File: src/rtl/swr_pkg.sv
// ----------------------------------------------------------------------------
// Stack with reverse: shared package
// Sizes, command and status codes, and the transaction payload types.
// ----------------------------------------------------------------------------
package swr_pkg;

   // Stack geometry.
   localparam int STACK_DEPTH = 256;
   localparam int ADDR_W      = $clog2(STACK_DEPTH);
   localparam int CNT_W       = $clog2(STACK_DEPTH + 1);
   localparam int WORD_W      = 32;
   localparam int OUT_CNT_W   = 9;

   // Command codes.
   localparam logic [1:0] OP_PUSH    = 2'd0;
   localparam logic [1:0] OP_POP     = 2'd1;
   localparam logic [1:0] OP_PEEK    = 2'd2;
   localparam logic [1:0] OP_REVERSE = 2'd3;

   // Status codes.
   localparam logic [1:0] ST_OK    = 2'd0;
   localparam logic [1:0] ST_FULL  = 2'd1;
   localparam logic [1:0] ST_EMPTY = 2'd2;

   // Request transaction payload.
   typedef struct packed {
      logic [1:0]        opcode;
      logic [WORD_W-1:0] push_value;
   } req_type;

   // Response transaction payload.
   typedef struct packed {
      logic [WORD_W-1:0]    read_value;
      logic [1:0]           status;
      logic [OUT_CNT_W-1:0] entry_count;
   } rsp_type;

   // Access request from the sequencer to the stack memory.
   typedef struct packed {
      logic              we;
      logic [ADDR_W-1:0] waddr;
      logic [WORD_W-1:0] wdata;
      logic              rd_en;
      logic [ADDR_W-1:0] raddr_a;
      logic [ADDR_W-1:0] raddr_b;
   } mem_req_type;

endpackage

File: src/rtl/swr_ctrl.sv
// ----------------------------------------------------------------------------
// Stack sequencer
// Holds the entry count, decodes commands and steps the in-place reverse
// through the memory one pair of entries at a time: read both, write low, write high.
// ----------------------------------------------------------------------------
module swr_ctrl
   import swr_pkg::*;
(
   input  logic              clock,
   input  logic              reset,
   input  logic              req_valid,
   input  req_type           req_data,
   output logic              req_stall,
   output logic              res_valid,
   output rsp_type           res_data,
   input  logic              res_take,
   output mem_req_type       mem_req,
   input  logic [WORD_W-1:0] rdata_a,
   input  logic [WORD_W-1:0] rdata_b
);

   typedef enum logic [2:0] {
      S_IDLE,
      S_SW_RD,
      S_SW_WLO,
      S_SW_WHI,
      S_TOP_RD,
      S_EMIT
   } state_type;

   state_type         state_ff, state_in;
   logic [CNT_W-1:0]  count_ff, count_in;
   logic [ADDR_W-1:0] lo_ff, lo_in;
   logic [ADDR_W-1:0] hi_ff, hi_in;
   logic [1:0]        status_ff, status_in;
   logic              use_mem_ff, use_mem_in;

   logic [CNT_W-1:0]  count_m1;
   logic [ADDR_W-1:0] top_addr;
   logic [ADDR_W-1:0] lo_next;
   logic [ADDR_W-1:0] hi_next;

   // Address of the current top entry, and the next swap pair.
   assign count_m1 = count_ff - CNT_W'(1);
   assign top_addr = count_m1[ADDR_W-1:0];
   assign lo_next  = lo_ff + ADDR_W'(1);
   assign hi_next  = hi_ff - ADDR_W'(1);

   // Next-state and memory access decode.
   always_comb begin
      state_in   = state_ff;
      count_in   = count_ff;
      lo_in      = lo_ff;
      hi_in      = hi_ff;
      status_in  = status_ff;
      use_mem_in = use_mem_ff;
      mem_req    = '0;

      unique case (state_ff)
         S_IDLE: begin
            if (req_valid) begin
               use_mem_in = 1'b0;
               status_in  = ST_OK;
               state_in   = S_EMIT;
               unique case (req_data.opcode)
                  OP_PUSH: begin
                     if (count_ff == CNT_W'(STACK_DEPTH)) begin
                        status_in = ST_FULL;
                     end else begin
                        mem_req.we    = 1'b1;
                        mem_req.waddr = count_ff[ADDR_W-1:0];
                        mem_req.wdata = req_data.push_value;
                        count_in      = count_ff + CNT_W'(1);
                     end
                  end
                  OP_POP: begin
                     if (count_ff == '0) begin
                        status_in = ST_EMPTY;
                     end else begin
                        mem_req.rd_en   = 1'b1;
                        mem_req.raddr_a = top_addr;
                        use_mem_in      = 1'b1;
                        count_in        = count_m1;
                     end
                  end
                  OP_PEEK: begin
                     if (count_ff == '0) begin
                        status_in = ST_EMPTY;
                     end else begin
                        mem_req.rd_en   = 1'b1;
                        mem_req.raddr_a = top_addr;
                        use_mem_in      = 1'b1;
                     end
                  end
                  default: begin
                     // Reverse: swap pairs from both ends when two or more
                     // entries are held; a single entry just reads back.
                     if (count_ff > CNT_W'(1)) begin
                        lo_in    = '0;
                        hi_in    = top_addr;
                        state_in = S_SW_RD;
                     end else if (count_ff == CNT_W'(1)) begin
                        mem_req.rd_en   = 1'b1;
                        mem_req.raddr_a = '0;
                        use_mem_in      = 1'b1;
                     end
                  end
               endcase
            end
         end
         S_SW_RD: begin
            mem_req.rd_en   = 1'b1;
            mem_req.raddr_a = lo_ff;
            mem_req.raddr_b = hi_ff;
            state_in        = S_SW_WLO;
         end
         S_SW_WLO: begin
            mem_req.we    = 1'b1;
            mem_req.waddr = lo_ff;
            mem_req.wdata = rdata_b;
            state_in      = S_SW_WHI;
         end
         S_SW_WHI: begin
            mem_req.we    = 1'b1;
            mem_req.waddr = hi_ff;
            mem_req.wdata = rdata_a;
            lo_in         = lo_next;
            hi_in         = hi_next;
            if (lo_next < hi_next) begin
               state_in = S_SW_RD;
            end else begin
               state_in = S_TOP_RD;
            end
         end
         S_TOP_RD: begin
            mem_req.rd_en   = 1'b1;
            mem_req.raddr_a = top_addr;
            use_mem_in      = 1'b1;
            state_in        = S_EMIT;
         end
         S_EMIT: begin
            if (res_take) begin
               state_in = S_IDLE;
            end
         end
         default: begin
            state_in = S_IDLE;
         end
      endcase
   end

   // State and registered control.
   always_ff @(posedge clock) begin
      if (reset) begin
         state_ff   <= S_IDLE;
         count_ff   <= '0;
         lo_ff      <= '0;
         hi_ff      <= '0;
         status_ff  <= ST_OK;
         use_mem_ff <= 1'b0;
      end else begin
         state_ff   <= state_in;
         count_ff   <= count_in;
         lo_ff      <= lo_in;
         hi_ff      <= hi_in;
         status_ff  <= status_in;
         use_mem_ff <= use_mem_in;
      end
   end

   // Result offered to the output register.
   assign req_stall            = (state_ff != S_IDLE);
   assign res_valid            = (state_ff == S_EMIT);
   assign res_data.read_value  = use_mem_ff ? rdata_a : '0;
   assign res_data.status      = status_ff;
   assign res_data.entry_count = OUT_CNT_W'(count_ff);

endmodule

File: config.mk
export PLATFORM = sky130hd
export DESIGN_NAME = swr_ctrl
export DESIGN_NICKNAME = d
export VERILOG_FILES = /design/src/rtl/swr_pkg.sv /design/src/rtl/swr_ctrl.sv
export SDC_FILE = /design/constraint.sdc
export NUM_CORES = 1
export LEC_CHECK = 0
export BUFFER_PORTS_ARGS = -buffer_cell sky130_fd_sc_hd__buf_2
export CORE_UTILIZATION = 48
export CTS_CLUSTER_SIZE = 12
export DETAILED_ROUTE_END_ITERATION = 10
export GPL_ROUTABILITY_DRIVEN = 0
export PLACE_DENSITY = 0.88
export SYNTH_ARGS = -nofsm -noshare
export SYNTH_HDL_FRONTEND = slang
export SYNTH_SLANG_ARGS = --single-unit
File: constraint.sdc
create_clock -name clock -period 3.8 [get_ports clock]
set_input_delay 0.19 -clock clock [delete_from_list [all_inputs] [get_ports clock]]
set_output_delay 0.19 -clock clock [all_outputs]
set_load 0.01 [all_outputs]
==> results.toml, run 1 <==
[global_route]
grt_pass1_vias = 3893
gr-total-overflow = 0
grt_pass1_wl_um = 18800
grt.total_usage_pct = 32.1
antenna_found_initial = 1
grt_max_degree = 45

[floorplanning]
die_w_um = 86.0
die_area_sq_um = 7390
dieHeight_um = 86.0
ioPinCount = 205
rows = 30
core-area_sq_um = 6790
start_util_pct = 49.8

[min_path]
hold_path_class = "in2reg"

[sta]
final-max-slew-violation-count = 0
rsz0062_at_grt = "no"
setup_viol = 0
worstMarginPinSlew_ns = 1.07
fin_crit_sh_pct = 81.3
tns_ns = 0
timing.final.ws_setup_ns = 0.710
finClkSkew_ns = 0.00920
final.min_clock_period_ns = 3.09
finalHoldViolCount = 0
worst_slew_margin_rel_pct = 28.1
max_freq_ghz = 0.324

[routing]
routed-via-count = 4280
m1WireLength_um = 5160
viasPerCell = 5.64
drt_iter0_drc = 311
wl_met2_um = 5840
ant_nets = 0
drcViolationCount = 0
wl_met3_um = 977
wl_um = 12400
drtPass1Iterations = 5
wl_per_cell_um = 16.4
highest_layer = "met5"

[clock_tree]
cts_resized = 0
cts_tree = "done"
clock_sinks = 31
clk_pin_slew_ns = 0.07
cts_buffers = 5
cts_setup_buffers = 0
clkLatencyLatePin_ns = 0.29
cts-htree-levels = 2
cts_root_buf = "clkbuf_8"
postCtsHoldBufs = 0
clk_path_buf_depth = 2

[yosys]
synth_cells = 486
syn_avg_cell_area_sq_um = 6.96
async_reset_ff_share_pct = 0
synth_edf_count = 0
synth_area_leaders = "dfxtp_1 18%, mux2i_1 12%, nand2_1 8.4%"
synth_flop_cell = "dfxtp_1"
synth_area_sq_um = 3380
ys_ff_latch = 31
synth_compound_area_share_pct = 20.1
yosysSeqAreaShare_pct = 18.3
synthDominantCellAreaShare_pct = 18.3
synth_xor_area_share_pct = 6.47
ys_warn_count = 0
synth_top_family_by_area = "simple AND/OR/NAND/NOR gates"
synthAdderAreaFrac_pct = 5.55
yosys.area.top_type = "dfxtp_1"
synth_cell_types = 54
synth_nets = 603
synth_mux_area_share_pct = 12.8
synth-simple-area-share_pct = 30.3

[setup_path]
critical_path_class = "reg2out"
worstPathMaxFanout = 21
required_ns = 3.61
cp.arrival_ns = 2.90
worstSetupStartpointType = "flop"
cp-end-kind = "output pin"

[placed_design]
io_buffers = 204
dpl.hpwl_um = 9530
place_ws_ns = 1.10

[final_layout]
fin_nets = 779
final_util_pct = 66.2
syn_to_final_growth_pct = 33.0
antennaDiodeCount = 0
drive_gt1_share_pct = 34.1

[power]
vdd_ir_drop_max_v = 0.000270
p_leak_nw = 2.21
cellPowerDensity_nw_per_um2 = 476

[job]
max_cap_violations = 0

[run_status]
status = "finished clean"
==> synthesized netlist by cell type, types with 7 or more instances <==
master,count
a21oi_1,26
and2_1,36
buf_1,7
clkbuf_1,26
dfxtp_1,31
ha_1,15
inv_1,13
mux2i_1,42
nand2_1,76
nand3_1,7
nor2_1,35
nor3_1,8
nor4_1,7
o21ai_0,44
o21ai_1,10
xnor2_1,19
==> power breakdown <==
group          internal (W)  switching [W]
sequential         0.000367       0.000125
combinational      0.000575       0.000785
clock              0.000165       0.000126
total               0.00111        0.00104
==> cell usage in the layout, fill, tap and decap left out, types with 8 or more instances in the layout <==
cell,instances
mux2i_1,42
buf_2,204
and2_1,36
dfxtp_1,30
inv_1,13
nand2_1,76
a21oi_1,25
nor2_1,35
o21ai_1,10
o21ai_0,44
xnor2_1,19
ha_1,15
nor3_1,8
==> stage by stage <==
| step | power (W) | cell area (sq um) | instances | hold WS (ns) |
|---|---|---|---|---|
| CTS | 0.00213 | 4500 | 759 | 0.231 |
| finish | 0.00214 | 4500 | 759 | 0.239 |
| floorplan | 0.00139 | 3380 | 486 | 0.397 |
| global route | 0.00228 | 4500 | 759 | 0.257 |
| detailed placement | 0.00183 | 4400 | 751 | 0.446 |
| global placement | 0.00180 | 4400 | 751 | 0.440 |
==> sequential cells by signal, indices dropped and copies added (netlist names) <==
signal      count
use_mem_ff      1
count_ff        9
hi_ff           8
lo_ff           8
state_ff        3
status_ff       2
==> critical path: stages (launching register included) <==
cell	delay, ns
dfxtp_1	0.57
inv_1	0.15
ha_1	0.29
nor4b_1	0.21
and2_1	0.23
a21oi_4	0.49
buf_4	0.34
nand2_1	0.08
o21ai_0	0.08
buf_2	0.16
==> kinds of logic after synthesis <==
family	Yosys count
buffers and inverters	53
flip-flops	31
AND/OR/NAND/NOR	205
XOR/XNOR	25
adder cells (fa/ha/maj)	15
multiplexers	43
AO/OA/AOI/OAI	114
==> area by class of cell <==
cell class	count	area [sq um]
Multi-Input combinational cell	402	2550
Fill cell	617	2290
Timing Repair Buffer	208	1050
Sequential cell	31	622
Tap cell	96	120
Clock buffer	8	100
Inverter	14	52.6
==> per-layer routing <==
layer | track usage (%) | up-vias
met5 | 0 | -
met4 | 13.2 | 2
met3 | 6.35 | 41
met2 | 55.4 | 194
met1 | 39.0 | 1992
li1 | - | 2051
==> path summary, 6_finish.rpt <==
check / cells after the start / to / from / slack, ns
setup / recovery: 9 / mem_req[47] / count_ff[0] / 0.71
hold / removal: 4 / state_ff[2] / res_take / 0.24
setup reg to reg: 10 / state_ff[2] / hi_ff[0] / 1.13
hold reg to reg: 2 / status_ff[0] / status_ff[0] / 0.45
No activity file was read; power rests on OpenSTA's default activity.
==> run 2: changes to the inputs <==
Settings changed: CORE_UTILIZATION 48 to 40, PLACE_DENSITY 0.88 to 0.78.
Clock period 3.8 ns to 2.75 ns, I/O delays scaled along.
==> run 2 against run 1 <==
Combinational power grew 47%. Via count increased by 2.0%. Setup slack worse by 0.51 ns. Routed wire length up 3.6%. Utilization shrank 11 points. Sequential share of layout area shrank 0.24 points. Worst hold slack worse by 0.068 ns. Largest power group unchanged.
==> results.toml, run 2 (synthesis results as in run 1) <==
[floorplanning]
start_util_pct = 41.2
die_area_sq_um = 8830
ioPinCount = 205
die_w_um = 94.0
core-area_sq_um = 8220
rows = 33
dieHeight_um = 94.0

[routing]
wl_per_cell_um = 16.6
viasPerCell = 5.62
drt_iter0_drc = 262
wl_um = 12900
ant_nets = 0
routed-via-count = 4364
drcViolationCount = 0
drtPass1Iterations = 5

[setup_path]
reg2reg_to = "state_ff[2]"
worstSetupStartpointType = "flop"
worstPathMaxFanout = 9
cp.arrival_ns = 2.41
rrSetupSlack_ns = 0.28
cp-end-kind = "output pin"
rr_worst_depth = 10
required_ns = 2.61
timing.rr.start = "hi_ff[0]"
critical_path_class = "reg2out"

[final_layout]
layout_common_cells = "204 x buf_2, 76 x nand2_1, 44 x o21ai_0, 42 x mux2i_1, 36 x and2_1"
largestRegisters = "count_ff: 9 flops, hi_ff: 8 flops, lo_ff: 8 flops"
largest_reg_flops = 9
n_fill_cell = 822
antennaDiodeCount = 0
final_common_cell = "buf_2"
drive_gt1_share_pct = 35.0
design_area_sq_um = 4580
top_register = "count_ff"
fin_nets = 788
syn_to_final_growth_pct = 35.4

[sta]
final.min_clock_period_ns = 2.55
max_freq_ghz = 0.392
finClkSkew_ns = 0.00446
worst_slew_margin_rel_pct = 39.9
rsz0062_at_grt = "no"
tns_ns = 0
finalHoldViolCount = 0
final-max-slew-violation-count = 0
fin_crit_sh_pct = 92.8
setup_viol = 0
worstMarginPinSlew_ns = 0.900

[clock_tree]
cts_setup_buffers = 0
postCtsHoldBufs = 0
cts_tree = "done"
cts-htree-levels = 2
cts_root_buf = "clkbuf_8"
cts_buffers = 5
clkLatencyLatePin_ns = 0.30
clock_sinks = 31
clk_path_buf_depth = 2
clk_pin_slew_ns = 0.07

[min_path]
hold_end = "state_ff[2]"
min-delay-start = "res_take"
hold_path_depth = 4
hold_path_class = "in2reg"

[global_route]
use_met3_pct = 5.42
grt_pass1_vias = 3905
grt_max_degree = 41
grt.total_usage_pct = 27.7
antenna_found_initial = 0
use_met1_pct = 33.4
gr-total-overflow = 0
use_met2_pct = 47.6
grt_pass1_wl_um = 19100
grt-busiest-layer = "met2"

[power]
p_leak_nw = 2.25
cellPowerDensity_nw_per_um2 = 653
vdd_ir_drop_max_v = 0.000356

[placed_design]
io_buffers = 204
dpl.hpwl_um = 9930
postPlaceCellArea_sq_um = 4490

[job]
max_cap_violations = 0

[run_status]
status = "finished clean"
-- run 2: changes by cell type in the layout (fill, tap and decap cells not counted) --
cell / change
buf_4: +8
clkbuf_8: -2
buf_12: +1
clkbuf_1: +1
clkinv_2: +1
nor4b_1: -1
nor4b_2: +1
-- run 2: final cells by class --
type	instances	area (sq um)	share of cell area, %
Multi-Input combinational cell	402	2560	55.9
Timing Repair Buffer	217	1130	24.7
Sequential cell	31	622	13.6
Tap cell	105	131	2.87
Clock buffer	7	76.3	1.67
Inverter	14	52.6	1.15
Clock inverter	1	5.00	0.109
-- run 2: worst max path at each step --
stage                            from          end  slack (ns)  cells past startpoint
after global routing      count_ff[1]  mem_req[54]        0.06                      9
after global placement    count_ff[1]  mem_req[54]        0.34                      9
after CTS                 count_ff[1]  mem_req[54]        0.22                      9
final                     state_ff[1]  mem_req[13]        0.20                      6
after floorplan           count_ff[0]  mem_req[57]        0.53                      9
after detailed placement  count_ff[1]  mem_req[54]        0.33                      9
-- run 2: power breakdown --
part	switching (W)	total, W	leakage, nW	internal, W
clock network	0.000192	0.000370	0.0422	0.000178
registers	0.000112	0.000619	0.252	0.000507
logic	0.00116	0.00200	1.96	0.000840
-- run 2: repair_timing --
action | CTS | global route
hold endpoints to repair | 0 | 0
endpoints found under the setup margin | 1 | 0
resized for setup | 1 | 0
-- run 2: per-layer routing --
layer  vias to the layer above  wire (um)
li1                       2067          -
met1                      2025       5230
met2                       233       6070
met3                        39       1150
met4                         0        425
met5                         -          0
-- run 2: worst max-delay path: stages, from the launching register on --
cell and delay [ns]:
dfxtp_1 0.37, or4b_4 0.59, nor3b_1 0.29, nand2_1 0.12, o21a_1 0.23, o21ai_0 0.31
buf_2 0.19
-- run 2: through the flow --
stage / util [%] / instances / hold slack (ns) / setup WS (ns) / total power [W]
final: 55.7 / 777 / 0.171 / 0.199 / 0.00299
after global routing: 55.7 / 777 / 0.186 / 0.0579 / 0.00319
after CTS: 55.7 / 777 / 0.174 / 0.220 / 0.00297
after detailed placement: 54.7 / 769 / 0.444 / 0.328 / 0.00260
after global placement: 54.7 / 769 / 0.440 / 0.341 / 0.00255
after floorplan: - / 486 / 0.345 / 0.533 / 0.00193
==> run 3: changes to the inputs <==
Settings changed: CORE_UTILIZATION 40 to 48, PLACE_DENSITY 0.78 to 0.88.
Clock period 2.75 ns to 3.1 ns, I/O delays scaled along.
==> run 3 against run 2 <==
Clock skew grew 0.0059 ns. Die area shrank 16%. Worst hold slack gained 0.058 ns. Cell count shrank 1.5%. Highest routed layer is now met5. Routed wire length grew 4.0%. Global-route usage grew 6.0 points. Largest cell class unchanged.
==> results.toml, run 3 (synthesis results as in run 1) <==
[run_status]
status = "finished clean"

[setup_path]
cp.arrival_ns = 2.78
timing.rr.start = "hi_ff[0]"
worstPathMaxFanout = 20
cp-end-kind = "output pin"
worstSetupStartpointType = "flop"
startpoint = "count_ff[0]"
required_ns = 2.94
critical_path_class = "reg2out"

[sta]
setup_viol = 0
worst_slew_margin_rel_pct = 34.9
worstMarginPinSlew_ns = 0.975
final-max-slew-violation-count = 0
tns_ns = 0
finalHoldViolCount = 0
final.min_clock_period_ns = 2.94
max_freq_ghz = 0.341
rsz0062_at_grt = "no"
fin_crit_sh_pct = 94.7
finClkSkew_ns = 0.0103

[routing]
drtPass1Iterations = 6
viasPerCell = 5.87
ant_nets = 0
wl_per_cell_um = 17.5
drt_iter0_drc = 404
drcViolationCount = 0
routed-via-count = 4489
wl_um = 13400

[clock_tree]
clock_sinks = 31
postCtsHoldBufs = 0
clkLatencyLatePin_ns = 0.29
cts_tree = "done"
clk_pin_slew_ns = 0.07
cts-htree-levels = 2
cts_root_buf = "clkbuf_8"
cts_buffers = 5
clk_path_buf_depth = 2

[final_layout]
n_fill_cell = 604
syn_to_final_growth_pct = 34.1
final_common_cell = "buf_2"
multiInputGateArea_sq_um = 2580
layout_common_cells = "204 x buf_2, 76 x nand2_1, 44 x o21ai_0, 42 x mux2i_1, 36 x and2_1"
design_area_sq_um = 4540
largest_reg_flops = 9
regArea_sq_um = 622
drive_gt1_share_pct = 34.6
top_register = "count_ff"
fin_nets = 784
final_cells = 765
largestRegisters = "count_ff: 9 flops, hi_ff: 8 flops, lo_ff: 8 flops"

[power]
p_leak_nw = 2.22
vdd_ir_drop_max_v = 0.000387
cellPowerDensity_nw_per_um2 = 585

[floorplanning]
start_util_pct = 49.8
die_area_sq_um = 7390
dieHeight_um = 86.0
core-area_sq_um = 6790
ioPinCount = 205
rows = 30
die_w_um = 86.0

[global_route]
grt_max_degree = 41
gr-total-overflow = 0
antenna_found_initial = 2
grt_pass1_vias = 3986
grt_pass1_wl_um = 19600
grt.total_usage_pct = 33.7

[placed_design]
io_buffers = 204
postPlaceCellArea_sq_um = 4430
placedCellCount = 755
dpl.hpwl_um = 9960

[min_path]
min-delay-start = "res_take"
hold_path_class = "in2reg"

[job]
max_cap_violations = 0
[run 3: cell types whose count changed in the layout (fill, tap and decap cells not counted), sizes merged]
cell,delta
diode,+1
buf,-5
a21oi,+1
[run 3: timing repair]
action | in CTS | in global routing
setup buffers | 0 | 0
resized for setup | 0 | 2
setup endpoints to repair | 0 | 40
[run 3: power by group]
| group | switching (W) | internal, W |
|---|---|---|
| clock | 0.000161 | 0.000158 |
| combinational | 0.00105 | 0.000732 |
| sequential | 0.000109 | 0.000450 |
| total | 0.00132 | 0.00134 |
[run 3: metrics by stage]
stage	hold WS, ns	power [W]	util [%]	setup WS (ns)
finish	0.229	0.00266	66.8	0.163
global route	0.273	0.00281	66.8	0.0118
CTS	0.224	0.00260	66.4	0.000934
detailed placement	0.450	0.00228	65.2	0.320
global placement	0.438	0.00223	65.2	0.479
floorplan	0.362	0.00171	-	0.865
[run 3: critical path, cell delays in order, from the launching register on]
cell and delay, ns:
dfxtp_1 0.53, inv_1 0.13, ha_1 0.29, nor4b_2 0.21
and2_1 0.28, a21oi_4 0.59, nand2_1 0.10, o21ai_0 0.16
buf_2 0.20
[run 3: layout make-up]
cell class | instances | share of cell area, %
clock buffer | 7 | 1.68
antenna | 1 | 0.0552
tap | 96 | 2.65
multi-input combinational | 403 | 56.8
inverter | 14 | 1.16
sequential | 31 | 13.7
clock inverter | 1 | 0.110
timing repair buffer | 212 | 23.8
[run 3: worst paths after layout]
path                            slack (ns)  cells after the start            to
worst max-delay path                  0.16                      8   mem_req[54]
worst min-delay path                  0.23                      4   state_ff[0]
worst max register to register        0.40                     10   state_ff[2]
worst min register to register        0.45                      2  status_ff[0]
[run 3: routing by layer]
metal	up-vias	global-route usage [%]	part of all wire, %
met2	301	58.4	48
met5	-	0	0.097
met4	2	13.6	3.4
li1	2063	-	-
met3	45	5.29	9.8
met1	2078	41.3	39
